==> src/sv/hsfr_pkg.sv <==
`default_nettype none
// ----------------------------------------------------------------------------
// hsfr_pkg
// Shared types and constants of the header-synchronized sum-checked frame
// receiver.
// ----------------------------------------------------------------------------
package hsfr_pkg;

    localparam int FRAME_LEN = 8;                       // bytes per frame, 3..64
    localparam int DATA_W    = 8;
    localparam int IDX_W     = 6;                       // width of the byte index port
    localparam int ADDR_W    = $clog2(FRAME_LEN);
    localparam int FILL_W    = $clog2(FRAME_LEN + 1);

    localparam logic [DATA_W-1:0] ROBOT_TAG    = 8'h10;
    localparam logic [DATA_W-1:0] HEADER_RESET = 8'hAA;

    // Register index, taken from paddr[2].
    localparam logic REG_HEADER = 1'b0;

    typedef enum logic [1:0] {
        S_HUNT,
        S_FILL,
        S_READ,
        S_LOAD
    } t_state;

endpackage
`default_nettype wire

==> src/sv/header_sync_sum_frame_receiver.sv <==
`default_nettype none
// ----------------------------------------------------------------------------
// header_sync_sum_frame_receiver
// Hunts for the header byte, stores a frame in a small memory while summing
// it, and streams the frame back out when the checksum byte matches.
// ----------------------------------------------------------------------------
// Input: one byte per cycle is taken while hunting or filling a frame.
// Output: after the checksum byte of a good frame is accepted, each frame
// byte is sent as a memory read (S_READ) followed by an output load
// (S_LOAD); the read waits while the output register is still full, and
// the input is blocked until the last frame byte has been loaded.
// Reset (synchronous, active low) returns to hunting and sets the header to
// 0xAA; the frame memory is not cleared.
// ----------------------------------------------------------------------------
module header_sync_sum_frame_receiver (
    input  wire logic                        i_clk,
    input  wire logic                        i_rst_n,
    // configuration port
    input  wire logic                        psel,
    input  wire logic                        penable,
    input  wire logic                        pwrite,
    input  wire logic [2:0]                  paddr,
    input  wire logic [31:0]                 pwdata,
    output logic      [31:0]                 prdata,
    output logic                             pready,
    // received bytes
    input  wire logic                        i_rx_valid,
    output logic                             o_rx_ready,
    input  wire logic [hsfr_pkg::DATA_W-1:0] i_rx_byte,
    // frame bytes
    output logic                             o_out_valid,
    input  wire logic                        i_out_ready,
    output logic      [hsfr_pkg::DATA_W-1:0] o_frame_byte,
    output logic      [hsfr_pkg::IDX_W-1:0]  o_byte_index,
    output logic                             o_robot_frame,
    output logic                             o_last_byte
);

    import hsfr_pkg::*;

    t_state              r_state, n_state;
    logic [FILL_W-1:0]   r_fill, n_fill;
    logic [DATA_W-1:0]   r_sum, n_sum;
    logic                r_robot, n_robot;
    logic [ADDR_W-1:0]   r_idx, n_idx;
    logic                r_out_valid, n_out_valid;
    logic [DATA_W-1:0]   r_out_byte;
    logic [IDX_W-1:0]    r_out_index;
    logic                r_out_robot;
    logic                r_out_last;
    logic [DATA_W-1:0]   r_header;

    logic                rx_acc;
    logic                cfg_wr;
    logic                wr_en;
    logic [ADDR_W-1:0]   wr_addr;
    logic                rd_en;
    logic                load;
    logic [DATA_W-1:0]   rd_data;

    // ------------------------------------------------------------------
    // Configuration
    // ------------------------------------------------------------------
    assign pready = 1'b1;
    assign cfg_wr = psel && penable && pwrite && pready;
    assign prdata = (paddr[2] == REG_HEADER) ? {{(32-DATA_W){1'b0}}, r_header} : '0;

    always_ff @(posedge i_clk) begin
        if (!i_rst_n) begin
            r_header <= HEADER_RESET;
        end else if (cfg_wr && paddr[2] == REG_HEADER) begin
            r_header <= pwdata[DATA_W-1:0];
        end
    end

    // ------------------------------------------------------------------
    // Frame memory
    // ------------------------------------------------------------------
    hsfr_ram #(
        .DEPTH(FRAME_LEN),
        .WIDTH(DATA_W)
    ) u_ram (
        .i_clk    (i_clk),
        .i_wr_en  (wr_en),
        .i_wr_addr(wr_addr),
        .i_wr_data(i_rx_byte),
        .i_rd_en  (rd_en),
        .i_rd_addr(r_idx),
        .o_rd_data(rd_data)
    );

    // ------------------------------------------------------------------
    // Control
    // ------------------------------------------------------------------
    assign o_rx_ready = (r_state == S_HUNT) || (r_state == S_FILL);
    assign rx_acc     = i_rx_valid && o_rx_ready;

    always_comb begin
        n_state     = r_state;
        n_fill      = r_fill;
        n_sum       = r_sum;
        n_robot     = r_robot;
        n_idx       = r_idx;
        n_out_valid = r_out_valid && !i_out_ready;
        wr_en       = 1'b0;
        wr_addr     = r_fill[ADDR_W-1:0];
        rd_en       = 1'b0;
        load        = 1'b0;
        unique case (r_state)
            S_HUNT: begin
                if (rx_acc && i_rx_byte == r_header) begin
                    wr_en   = 1'b1;
                    wr_addr = '0;
                    n_fill  = FILL_W'(1);
                    n_sum   = i_rx_byte;
                    n_state = S_FILL;
                end
            end
            S_FILL: begin
                if (rx_acc) begin
                    wr_en  = 1'b1;
                    n_fill = r_fill + FILL_W'(1);
                    if (r_fill == FILL_W'(1)) begin
                        n_robot = (i_rx_byte == ROBOT_TAG);
                    end
                    // The last byte is the checksum and is not added in.
                    if (r_fill == FILL_W'(FRAME_LEN - 1)) begin
                        n_fill  = '0;
                        n_idx   = '0;
                        n_state = (r_sum == i_rx_byte) ? S_READ : S_HUNT;
                    end else begin
                        n_sum = r_sum + i_rx_byte;
                    end
                end
            end
            S_READ: begin
                // Only read once the output register will be free next cycle.
                if (!r_out_valid || i_out_ready) begin
                    rd_en   = 1'b1;
                    n_state = S_LOAD;
                end
            end
            S_LOAD: begin
                load        = 1'b1;
                n_out_valid = 1'b1;
                if (r_idx == ADDR_W'(FRAME_LEN - 1)) begin
                    n_state = S_HUNT;
                end else begin
                    n_idx   = r_idx + ADDR_W'(1);
                    n_state = S_READ;
                end
            end
        endcase
    end

    always_ff @(posedge i_clk) begin
        if (!i_rst_n) begin
            r_state     <= S_HUNT;
            r_fill      <= '0;
            r_out_valid <= 1'b0;
        end else begin
            r_state     <= n_state;
            r_fill      <= n_fill;
            r_out_valid <= n_out_valid;
        end
    end

    always_ff @(posedge i_clk) begin
        r_sum   <= n_sum;
        r_robot <= n_robot;
        r_idx   <= n_idx;
        if (load) begin
            r_out_byte  <= rd_data;
            r_out_index <= IDX_W'(r_idx);
            r_out_robot <= r_robot;
            r_out_last  <= (r_idx == ADDR_W'(FRAME_LEN - 1));
        end
    end

    assign o_out_valid   = r_out_valid;
    assign o_frame_byte  = r_out_byte;
    assign o_byte_index  = r_out_index;
    assign o_robot_frame = r_out_robot;
    assign o_last_byte   = r_out_last;

    // ------------------------------------------------------------------
    // Assertions
    // ------------------------------------------------------------------
    a_fill_range: assert property (@(posedge i_clk) disable iff (!i_rst_n)
        r_state == S_FILL |-> (r_fill != '0) && (r_fill < FILL_W'(FRAME_LEN)))
        else $error("fill count out of range while filling a frame");

    a_load_free: assert property (@(posedge i_clk) disable iff (!i_rst_n)
        r_state == S_LOAD |-> !r_out_valid)
        else $error("output register still full when a frame byte is loaded");

    a_read_then_load: assert property (@(posedge i_clk) disable iff (!i_rst_n)
        rd_en |=> r_state == S_LOAD)
        else $error("memory read not followed by an output load");

    a_load_shows: assert property (@(posedge i_clk) disable iff (!i_rst_n)
        r_state == S_LOAD |=> o_out_valid)
        else $error("loaded frame byte not presented");

    a_no_write_emit: assert property (@(posedge i_clk) disable iff (!i_rst_n)
        (r_state == S_READ || r_state == S_LOAD) |-> !wr_en)
        else $error("frame memory written while a frame is being sent");

endmodule
`default_nettype wire

==> src/sv/hsfr_ram.sv <==
`default_nettype none
// ----------------------------------------------------------------------------
// hsfr_ram
// Single-port-write, single-port-read synchronous memory with a registered
// read port.
// ----------------------------------------------------------------------------
module hsfr_ram #(
    parameter int DEPTH = 8,
    parameter int WIDTH = 8
) (
    input  wire logic                     i_clk,
    input  wire logic                     i_wr_en,
    input  wire logic [$clog2(DEPTH)-1:0] i_wr_addr,
    input  wire logic [WIDTH-1:0]         i_wr_data,
    input  wire logic                     i_rd_en,
    input  wire logic [$clog2(DEPTH)-1:0] i_rd_addr,
    output logic      [WIDTH-1:0]         o_rd_data
);

    logic [WIDTH-1:0] r_mem [DEPTH];

    always_ff @(posedge i_clk) begin
        if (i_wr_en) begin
            r_mem[i_wr_addr] <= i_wr_data;
        end
    end

    always_ff @(posedge i_clk) begin
        if (i_rd_en) begin
            o_rd_data <= r_mem[i_rd_addr];
        end
    end

endmodule
`default_nettype wire

==> config.mk <==
export PLATFORM = sky130hd
export DESIGN_NAME = header_sync_sum_frame_receiver
export DESIGN_NICKNAME = d
export VERILOG_FILES = /design/src/sv/hsfr_pkg.sv /design/src/sv/header_sync_sum_frame_receiver.sv /design/src/sv/hsfr_ram.sv
export SDC_FILE = /design/constraint.sdc
export NUM_CORES = 1
export LEC_CHECK = 0
export BUFFER_PORTS_ARGS = -buffer_cell sky130_fd_sc_hd__buf_4
export CAP_MARGIN = 20
export CORE_MARGIN = 2
export CORE_UTILIZATION = 37
export CTS_CLUSTER_SIZE = 14
export DETAILED_ROUTE_END_ITERATION = 10
export MAX_ROUTING_LAYER = met4
export SLEW_MARGIN = 15
export SYNTH_ARGS = -nofsm -noshare
export SYNTH_HDL_FRONTEND = slang
export SYNTH_SLANG_ARGS = --single-unit
export TNS_END_PERCENT = 1
==> constraint.sdc <==
create_clock -name i_clk -period 3.01 [get_ports i_clk]
set_input_delay 0.4515 -clock i_clk [delete_from_list [all_inputs] [get_ports i_clk]]
set_output_delay 0.4515 -clock i_clk [all_outputs]
set_load 0.03 [all_outputs]
# == After elaboration in Yosys (flattened, before gate mapping) ==
# Memory sizes are Yosys's and may differ from the RTL's. A register that Yosys moved wholly into a read port is not among the register bits.
# Index checks and enable logic that the tools add are counted.
# word_totals
memories,1
elab_cells,80
latchBits,0
mem_bits_rw,64
inputBits,50
output_inout_bits,51
rom_bits,0
reg_bits,40
# memory_table
memory,depth,word_bits,read_ports,rd_ports_with_merged_regs,wr,line,source
u_ram.r_mem,8,8,1,1,1,hsfr_ram.sv:20,logic [WIDTH-1:0] r_mem [DEPTH];
# op_classes
multipliers,0
n_mux,31
n_lt_le_gt_ge,0
shift,0
div,0
n_reduce_logical,18
bitwise,1
n_addsub,3
n_eq_ne,15
# op_table
cell,count
two-way mux 8 bit,4
equality test 8 bit,2
case mux 8 bit (2 select lines),1
two-way mux 3 bit,5
two-way mux 2 bit,6
two-way mux 4 bit,3
AND reduction 4 bit,3
adder 8 bit,1
equality test 8 x 5 -> 1 bit (second input constant),1
two-way mux 1 bit,8
!= test 2 bit (second input constant),4
case mux 2 bit (4 select lines),1
case mux 4 bit (2 select lines),1
logical AND 1 bit,6
case mux 3 bit (2 select lines),1
AND reduction 3 bit,2
adder 4 x 1 -> 4 bit (second input constant),1
equality test 2 bit (second input constant),2
equality test 4 x 1 -> 1 bit (second input constant),1
equality test 4 x 3 -> 1 bit (second input constant),1
!= test 2 x 1 -> 1 bit (second input constant),2
nonzero test 2 bit,2
adder 3 x 1 -> 3 bit (second input constant),1
equality test 3 bit (second input constant),1
other kinds (6),8

# == Longest topological paths before layout ==
# Gate-level depths: netlist of the first run.
# logic_depth
depth_word,8
ltp_mapped,8
depth_no_buf,8

# == Hierarchy ==
# A second synthesis of the first run with hierarchy kept.
# hier_totals
cells_unflattened,364
area_unflattened_um2,5207.5
# modules_own_cells
module,area_per_inst_um2,cells_each,instances,seq_area_each_um2
hsfr_ram,2771.4,114,1,2162.1
header_sync_sum_frame_receiver,2436.1,250,1,1051.0

# == Worst setup path after synthesis of the first run ==
# OpenSTA, ideal clock, no wires.
# synth_timing
kind,register to register
start,register r_state[0]
end,"memory u_ram.r_mem[0][0], enable pin"
path_stages_with_launch,6
period_less_slack_ns,2.182
t_arrival_ns,1.784
setup_time_ns,0.398
path_slack_ns,0.828
required_ns,2.612
path_buffers,2
path_cell_list,dfxtp_1 > buf_2 > and2b_1 > nand2_1 > buf_2 > o41ai_1
# synth_via
elab_chain_len,8
word_cells_on_any_way,12
classes_between,eq/ne: 1; mux: 7; reduce/logical: 4
# synth_lines
element,line,source
start: declaration,header_sync_sum_frame_receiver.sv:41,"t_state r_state, n_state;"
start signal: assignment,header_sync_sum_frame_receiver.sv:162,r_state <= n_state;
equality test 2 x 1 -> 1 bit or logical NOT 2 bit (tied branches),"header_sync_sum_frame_receiver.sv:95, header_sync_sum_frame_receiver.sv:109",
logical OR 1 bit,header_sync_sum_frame_receiver.sv:95,assign o_rx_ready = (r_state == S_HUNT) || (r_state == S_FILL);
logical AND 1 bit,header_sync_sum_frame_receiver.sv:96,assign rx_acc = i_rx_valid && o_rx_ready;
logical AND 1 bit,header_sync_sum_frame_receiver.sv:111,if (rx_acc && i_rx_byte == r_header) begin
two-way mux 1 bit,header_sync_sum_frame_receiver.sv:111,
case mux 1 bit (2 select lines),header_sync_sum_frame_receiver.sv:109,unique case (r_state)
two-way mux 1 bit,hsfr_ram.sv:23,if (i_wr_en) begin
two-way mux 1 bit (not written as such),hsfr_ram.sv:24,r_mem[i_wr_addr] <= i_wr_data;
end: declaration,hsfr_ram.sv:20,
# Several ways; a longest one is shown, not always the timed one.

==> results of run 1 <==
-- synthesized netlist by cell type, types with 3 or more instances --
cell type	count	area share
ha_1	11	0.027
mux2_2	8	0.018
edfxtp_1	97	0.58
inv_1	9	0.0067
a21oi_1	12	0.012
xnor2_1	10	0.017
a211oi_1	3	0.0045
nor3_1	7	0.0069
xor2_1	3	0.0052
buf_2	3	0.0030
nor2b_1	9	0.011
mux4_1	16	0.083
clkbuf_1	7	0.0052
o21ai_0	8	0.0079
o21a_1	5	0.0074
nor4_1	4	0.0050
buf_4	28	0.042
nand2_1	32	0.024
nand3_1	9	0.0089
nor2_1	8	0.0060
dfxtp_1	15	0.060
-- worst max path at each step --
stage | end | cells after the start
6_report | u_ram.o_rd_data[1]$_DFFE_PP_ | 2
5_1_grt | r_sum[7]$_DFFE_PP_ | 6
4_1_cts | u_ram.o_rd_data[1]$_DFFE_PP_ | 2
3_5_place_dp | r_sum[6]$_DFFE_PP_ | 9
3_3_place_gp | r_sum[6]$_DFFE_PP_ | 9
2_1_floorplan | u_ram.r_mem[0][0]$_DFFE_PP_ | 5
-- layer usage --
| layer | track usage | vias to the layer above |
|---|---|---|
| met2 | 0.2274 | 73 |
| met4 | 0.04724 | 0 |
| met5 | - | - |
| met3 | 0.02830 | 11 |
| met1 | 0.1718 | 1381 |
| li1 | - | 1338 |
-- logic make-up after synthesis --
family | after synthesis
muxes | 25
other | 2
AOI/OAI and AO/OA | 42
buffers and inverters | 51
adders and majority gates | 12
and+or+nand+nor | 85
xor gates and xnor gates | 13
DFF | 112
-- power groups by stage --
stage	registers [W]	clock network (W)	logic (W)
floorplan	0.00172	0	0.000132
global placement	0.00172	0	0.000165
detailed placement	0.00172	0	0.000168
CTS	0.00168	0.00126	0.000169
global route	0.00168	0.00130	0.000185
finish	0.00168	0.00122	0.000168
-- per-stage QoR --
stage	instances	hold WS [ps]
floorplan	368	400.3
global placement	558	401.7
detailed placement	558	406.2
CTS	574	308.9
global route	574	321.7
finish	574	322.1
-- final cells by class --
cell class                      instances  area [µm²]
Clock buffer                            9       225.2
Clock inverter                          7       86.33
Fill cell                            1191        7497
Inverter                               10       37.54
Multi-Input combinational cell        205        1603
Sequential cell                       112        3213
Tap cell                              176       220.2
Timing Repair Buffer                   55       412.9
-- layout by cell type (no fill, tap or decap), types with 2 or more instances in the layout --
cell type,synthesis,final
nand3_1,9,9
o21a_1,5,5
ha_1,11,11
xor2_1,3,3
inv_1,9,9
nor2b_1,9,9
inv_8,0,3
a21oi_1,12,12
dfxtp_1,15,15
a211oi_1,3,3
mux4_1,16,16
and2b_1,2,2
clkbuf_16,0,9
mux2_2,8,8
nor3_1,7,7
edfxtp_1,97,97
and4b_1,2,2
and3_1,2,2
nor2_1,8,8
o21ai_0,8,8
buf_4,28,55
nand2b_1,2,2
clkinv_4,0,2
nand2_1,32,32
nand4_1,2,2
o32ai_1,2,2
a21o_1,2,2
conb_1,2,28
nor4_1,4,4
xnor2_1,10,10
-- worst max-delay path: stages (launching register included) --
cell and delay (ps):
edfxtp_1 980, mux4_1 680, mux2_2 280
-- flip-flops by register name, summed over array words and instances, names as in the netlist --
name and count:
o_byte_index 3, u_ram.r_mem 64, o_frame_byte 8, r_sum 8, u_ram.o_rd_data 8, r_header 8, r_fill 4, o_out_valid 1
r_robot 1, r_idx 3, r_state 2, o_robot_frame 1, o_last_byte 1
==> summary.txt, run 1 <==
Layout
  – Design area: 5798 µm²
  – Final core area utilization: 0.4361
  – Layout cells sized above 1: 0.2010
  – Area grow syn2layout: 14.99%
  – # diodes: 0
  – NumNets Final: 455

Routing
  – Initial DRC Count: 140
  – Residual DRC: 0
  – Met1 WL: 4111 µm
  – WL met3: 369 µm
  – Detailed Routing Iterations Pass 1: 4
  – Routed wl met2: 4618 µm
  – Drt via density: 4.883
  – Routed len/inst: 16.19 µm
  – Top sig layer: met4
  – WL final: 9292 µm
  – Vias: 2803
  – Routed Antenna Nets: 0

Setup path
  – Reg-to-reg endpoint: u_ram.o_rd_data[1]$_DFFE_PP_
  – Required time of the critical path: 3110 ps
  – CP endpoint kind: flop
  – Reg2reg setup slack: 820 ps
  – CP Data Arrival Time: 2290 ps
  – Cell depth of the worst flop-to-flop path: 2
  – Crit path kind: flop to flop
  – CP Launch Point: r_idx[0]$_SDFFCE_PN0P_
  – FF-to-FF Start: r_idx[0]$_SDFFCE_PN0P_
  – Crit start category: flop
  – Worst Path Max Fanout: 19

Pwr
  – Overall Power: 0.003066 W
  – P per Cell Area: 528.8 nW/µm²
  – Pleak: 2.113 nW
  – Comb power frac: 0.055
  – Sw power: 0.0006706 W
  – Clock power share: 0.396
  – Int Pwr: 0.002396 W
  – Max IR drop VDD: 0.2906 mV
  – Sequential share of power: 0.549
  – Sw Ratio: 0.2187

Floorplanning
  – Die width: 120.7 µm
  – IO Pins: 101
  – Initial Utilization: 0.3793
  – # rows: 42
  – Core box area: 13300 µm²
  – Die area: 14580 µm²
  – Die Y-Extent: 120.7 µm

Global routing
  – Global-route wire length before repair: 14720 µm
  – Total grt overflow: 0
  – Largest net degree at the start of global routing: 21
  – Initial antenna violation count: 0
  – Vias in the first global route: 2762
  – Gr usage total: 0.1385

CTS
  – Worst-Skew Late Latency: 350 ps
  – Clock buffer depth: 2
  – Post-CTS Hold Fix Bufs: 0
  – CTS buffer count: 9
  – CTS tree: yes
  – CTS Root Cell: clkbuf_16
  – Clock slew at reported path FFs: 70 ps
  – Post-cts resize count: 0
  – CTS sink count: 112
  – CTS HTree Levels: 3
  – # Post-CTS Setup Buffers: 0

Synth
  – Average size of a mapped cell: 14.74 µm²
  – XOR/XNOR Fraction of Synth Area: 0.02258
  – Yosys reg bits: 112
  – Synth unique cells: 51
  – Ys async rst share: 0
  – Register area share after synthesis: 0.6372
  – Syn. warnings: 0
  – Mux share of post-synthesis cell area: 0.1032
  – Synth Area in Adders: 0.03127
  – Synth Area in Compound Gates: 0.05385
  – Dominant synthesized flop cell: edfxtp_1
  – Post-Synth Simple-Gate Area: 0.08610
  – EDFF count, synth: 97
  – Post-Synthesis Cells: 342
  – Mapped Area: 5042 µm²
  – Main combinational cell family by area after synthesis: multiplexers

STA
  – Max_slew headroom: 0.3616
  – Final Cycle Share: 0.7273
  – Final setup viols: 0
  – Worst Skew: 7.737 ps
  – RSZ-0062 raised after global routing: false
  – Hold violation total from the final report: 0
  – Total Neg Setup Slack: 0 ps
  – Achievable frequency: 456.8 MHz
  – Final WS setup: 821.0 ps
  – Slew Limit Fails: 0
  – Minimum clock period: 2189 ps
  – Worst Tran Pin Value: 957.5 ps

Placement
  – Post-place instance area: 5487 µm²
  – Pre-CTS WS: 689.5 ps
  – Gp weighted congestion: 0.8430
  – Port Buffers: 46
  – Dpl hpwl: 6207 µm

Min path
  – Min-delay src: pwdata[7]
  – HP Class: input pin to flop
  – Hold EP: r_header[7]$_SDFFE_PN1P_
  – Hold Path Cell Cnt: 3

Run
  – Max Cap Violations: 0

Outcome
  – Run status: finished, final reports clean
Power figures use the tool's default switching activity.
==> run 2: changes to the inputs <==
- ABC_AREA: unset -> 1
- clock period: 3.01 -> 2.1 ns (I/O delays scaled with it)
==> summary.txt, run 2 <==
Setup path
  – CP Data Arrival Time: 1930 ps (-360 ps)
  – Worst Path Max Fanout: 8 (-11)
  – Crit path cell chain: inv_1, nand2_1, nand2_1, nor2_1, nand3_1, nor2_2, nand2_2, nand3_1, nor2_1
  – Crit path buf inv count: 1 (+1)
  – Crit path kind: flop to flop
  – FF-to-FF Start: r_header[3]$_SDFFE_PN1P_
  – CP delay by family, top: simple AND/OR/NAND/NOR gates
  – CP endpoint kind: flop
  – CP Launch Point: r_header[3]$_SDFFE_PN1P_
  – Crit start category: flop
  – Critical Path Slowest Stage Cell: nor2_1
  – Slowest stage delay, CP: 680 ps (-300 ps)
  – Required time of the critical path: 2080 ps (-1030 ps)

Routing
  – Residual DRC: 0 (unchanged)
  – Detailed Routing Iterations Pass 1: 5 (+1)
  – Routed Antenna Nets: 0 (unchanged)
  – Vias: 3563 (+27%)
  – Drt via density: 4.670 (-4.4%)
  – WL final: 10500 µm (+13%)
  – Initial DRC Count: 228 (+63%)
  – Routed len/inst: 13.76 µm (-15%)

Synth
  – Register area share after synthesis: 0.6181 (-0.01917)
  – Synth area leader: edfxtp_1
  – Average size of a mapped cell: 10.48 µm² (-29%)
  – Synth area leaders: edfxtp_1, nor2_1, dfxtp_1, o21ai_0, buf_4
  – Synth unique cells: 37 (-27%)
  – Synth cell count leaders: edfxtp_1, nor2_1, nand2_1, o21ai_0, inv_1
  – Post-Synthesis Cells: 496 (+45%)
  – Yosys reg bits: 112 (unchanged)
  – Ys async rst share: 0 (unchanged)
  – Top-count cell post-synth: edfxtp_1
  – Dominant synthesized flop cell: edfxtp_1
  – EDFF count, synth: 97 (unchanged)
  – Share of the synthesized area in the top cell type: 0.5603 (-0.01738)
  – Syn. warnings: 0 (unchanged)
  – Mapped Area: 5199 µm² (+3.1%)

CTS
  – Worst-Skew Late Latency: 350 ps (about the same)
  – Clock buffer depth: 2 (unchanged)
  – Clock slew at reported path FFs: 70 ps (about the same)
  – CTS sink count: 112 (unchanged)
  – CTS buffer count: 9 (unchanged)
  – CTS HTree Levels: 3 (unchanged)
  – Post-CTS Hold Fix Bufs: 0 (unchanged)
  – CTS Root Cell: clkbuf_16
  – CTS tree: yes
  – # Post-CTS Setup Buffers: 0 (unchanged)

Layout
  – Final core area utilization: 0.4490 (+0.01291)
  – NumNets Final: 640 (+41%)
  – # diodes: 0 (unchanged)
  – Area grow syn2layout: 19.42%
  – Commonest non-fill, non-tap cell in the layout: edfxtp_1
  – Layout cells sized above 1: 0.2161 (+0.01512)
  – Max FFs per register: 64 (unchanged)
  – Non-Filler Instances: 763 (+33%)
  – Most frequent cells in the layout: edfxtp_1, nor2_1, buf_4
  – Largest reg by FF count: u_ram.r_mem

Placement
  – Port Buffers: 46 (unchanged)
  – Dpl hpwl: 7409 µm (+19%)
  – Gp weighted congestion: 0.7721 (-8.4%)
  – Placed Cells incl. Taps: 747 (+34%)
  – Pre-CTS WS: -67.83 ps (-757.3 ps)

Min path
  – Min-delay src: pwdata[5]
  – HP Class: input pin to flop

STA
  – Worst Skew: 7.708 ps (-0.02878 ps)
  – Hold Worst Slack: 181.4 ps (-140.8 ps)
  – Minimum clock period: 1954 ps (-234.7 ps)
  – RSZ-0062 raised after global routing: true
  – Final setup viols: 0 (unchanged)
  – Final Cycle Share: 0.9307 (+0.2034)
  – Slew Limit Fails: 0 (unchanged)
  – Worst Tran Pin Value: 861.7 ps (-95.85 ps)
  – Final WS setup: 145.6 ps (-675.3 ps)
  – Max_slew headroom: 0.4234 (+0.06178)
  – Achievable frequency: 511.7 MHz (+12%)
  – Hold violation total from the final report: 0 (unchanged)

Global routing
  – Gr usage total: 0.1499 (+0.01146)
  – Global-route wire length before repair: 16590 µm (+13%)
  – Total grt overflow: 0 (unchanged)
  – Initial antenna violation count: 0 (unchanged)
  – Vias in the first global route: 3378 (+22%)
  – Largest net degree at the start of global routing: 33 (+57%)

Pwr
  – Overall Power: 0.005894 W (+92%)
  – P per Cell Area: 949.4 nW/µm² (+80%)
  – Sw power: 0.001856 W (+180%)
  – Int Pwr: 0.004038 W (+69%)
  – Sequential share of power: 0.462 (-0.087)
  – Clock power share: 0.278 (-0.118)
  – Pleak: 2.469 nW (+17%)
  – Max IR drop VDD: 0.4831 mV (+66%)
  – Comb power frac: 0.260 (+0.205)
  – Sw Ratio: 0.3149 (+0.09616)

Floorplanning
  – Die Y-Extent: 122.5 µm (+1.5%)
  – Core box area: 13830 µm² (+4.0%)
  – Die width: 122.5 µm (+1.5%)
  – IO Pins: 101 (unchanged)
  – # rows: 43 (+2.4%)
  – Initial Utilization: 0.3760 (-0.003274)
  – Die area: 15010 µm² (+3.0%)

Run
  – Max Cap Violations: 0 (unchanged)

Outcome
  – Run status: finished, final reports clean
run 2: cell count changes in the layout (fill, tap and decap cells not counted), moves of 6 or more:
cell	delta
a31oi_1	+11
buf_4	+32
inv_1	+35
mux2_2	-8
mux4_1	-16
nand2_1	+24
nor2_1	+81
nor2b_1	-9
o21ai_0	+39
o22ai_1	+9
xnor2_1	-6
run 2: cell families after synthesis:
| kind of cell | share of synthesized area |
|---|---|
| buffers and inverters | 0.09338 |
| DFF | 0.6181 |
| xor gates and xnor gates | 0.008423 |
| and+or+nand+nor | 0.1456 |
| other | 0.001445 |
| adders and majority gates | 0.03032 |
| AOI/OAI and AO/OA | 0.1028 |
run 2: power groups by stage:
stage               Clock, W  Sequential (W)  Combinational (W)
floorplan                  0         0.00279            0.00102
global placement           0         0.00277            0.00150
detailed placement         0         0.00278            0.00153
CTS                  0.00168         0.00273            0.00153
global route         0.00177         0.00274            0.00171
finish               0.00164         0.00272            0.00153
run 2: path summary, 6_finish.rpt:
kind                                      end  slack (ps)  cells past startpoint
hold reg to reg     o_frame_byte[3]$_DFFE_PP_         420                      0
setup / recovery  u_ram.r_mem[5][4]$_DFFE_PP_         150                      9
setup reg to reg  u_ram.r_mem[5][4]$_DFFE_PP_         150                      9
hold / removal       r_header[5]$_SDFFE_PN1P_         180                      3
run 2: worst min-delay path, cell delays in order:
cell	delay [ps]
buf_4	80
nand2_1	40
o211ai_1	60
run 2: timing repair:
action	CTS	global route
hold endpoints to repair	0	0
setup endpoints to repair	0	19
gates resized for setup	0	3
run 2: final cells by class:
cell class / instances / area [µm²]
Clock inverter: 7 / 60.06
Sequential cell: 112 / 3213
Multi-Input combinational cell: 318 / 1607
Timing Repair Buffer: 89 / 693.2
Tap cell: 180 / 225.2
Clock buffer: 9 / 225.2
Fill cell: 1291 / 7619
Inverter: 48 / 185.2
run 2: stage by stage:
step / TNS [ps] / instance area [µm²]
2_1_floorplan: 0 / 5296
4_1_cts: 0 / 6200
6_report: 0 / 6208
3_5_place_dp: -1115 / 5914
3_3_place_gp: -1370 / 5914
5_1_grt: -130.9 / 6208
run 2: layer usage:
metal / GRT usage / share of wire
met5: - / 0
met4: 0.04382 / 0.012
met3: 0.03206 / 0.043
met2: 0.2486 / 0.50
met1: 0.1852 / 0.45
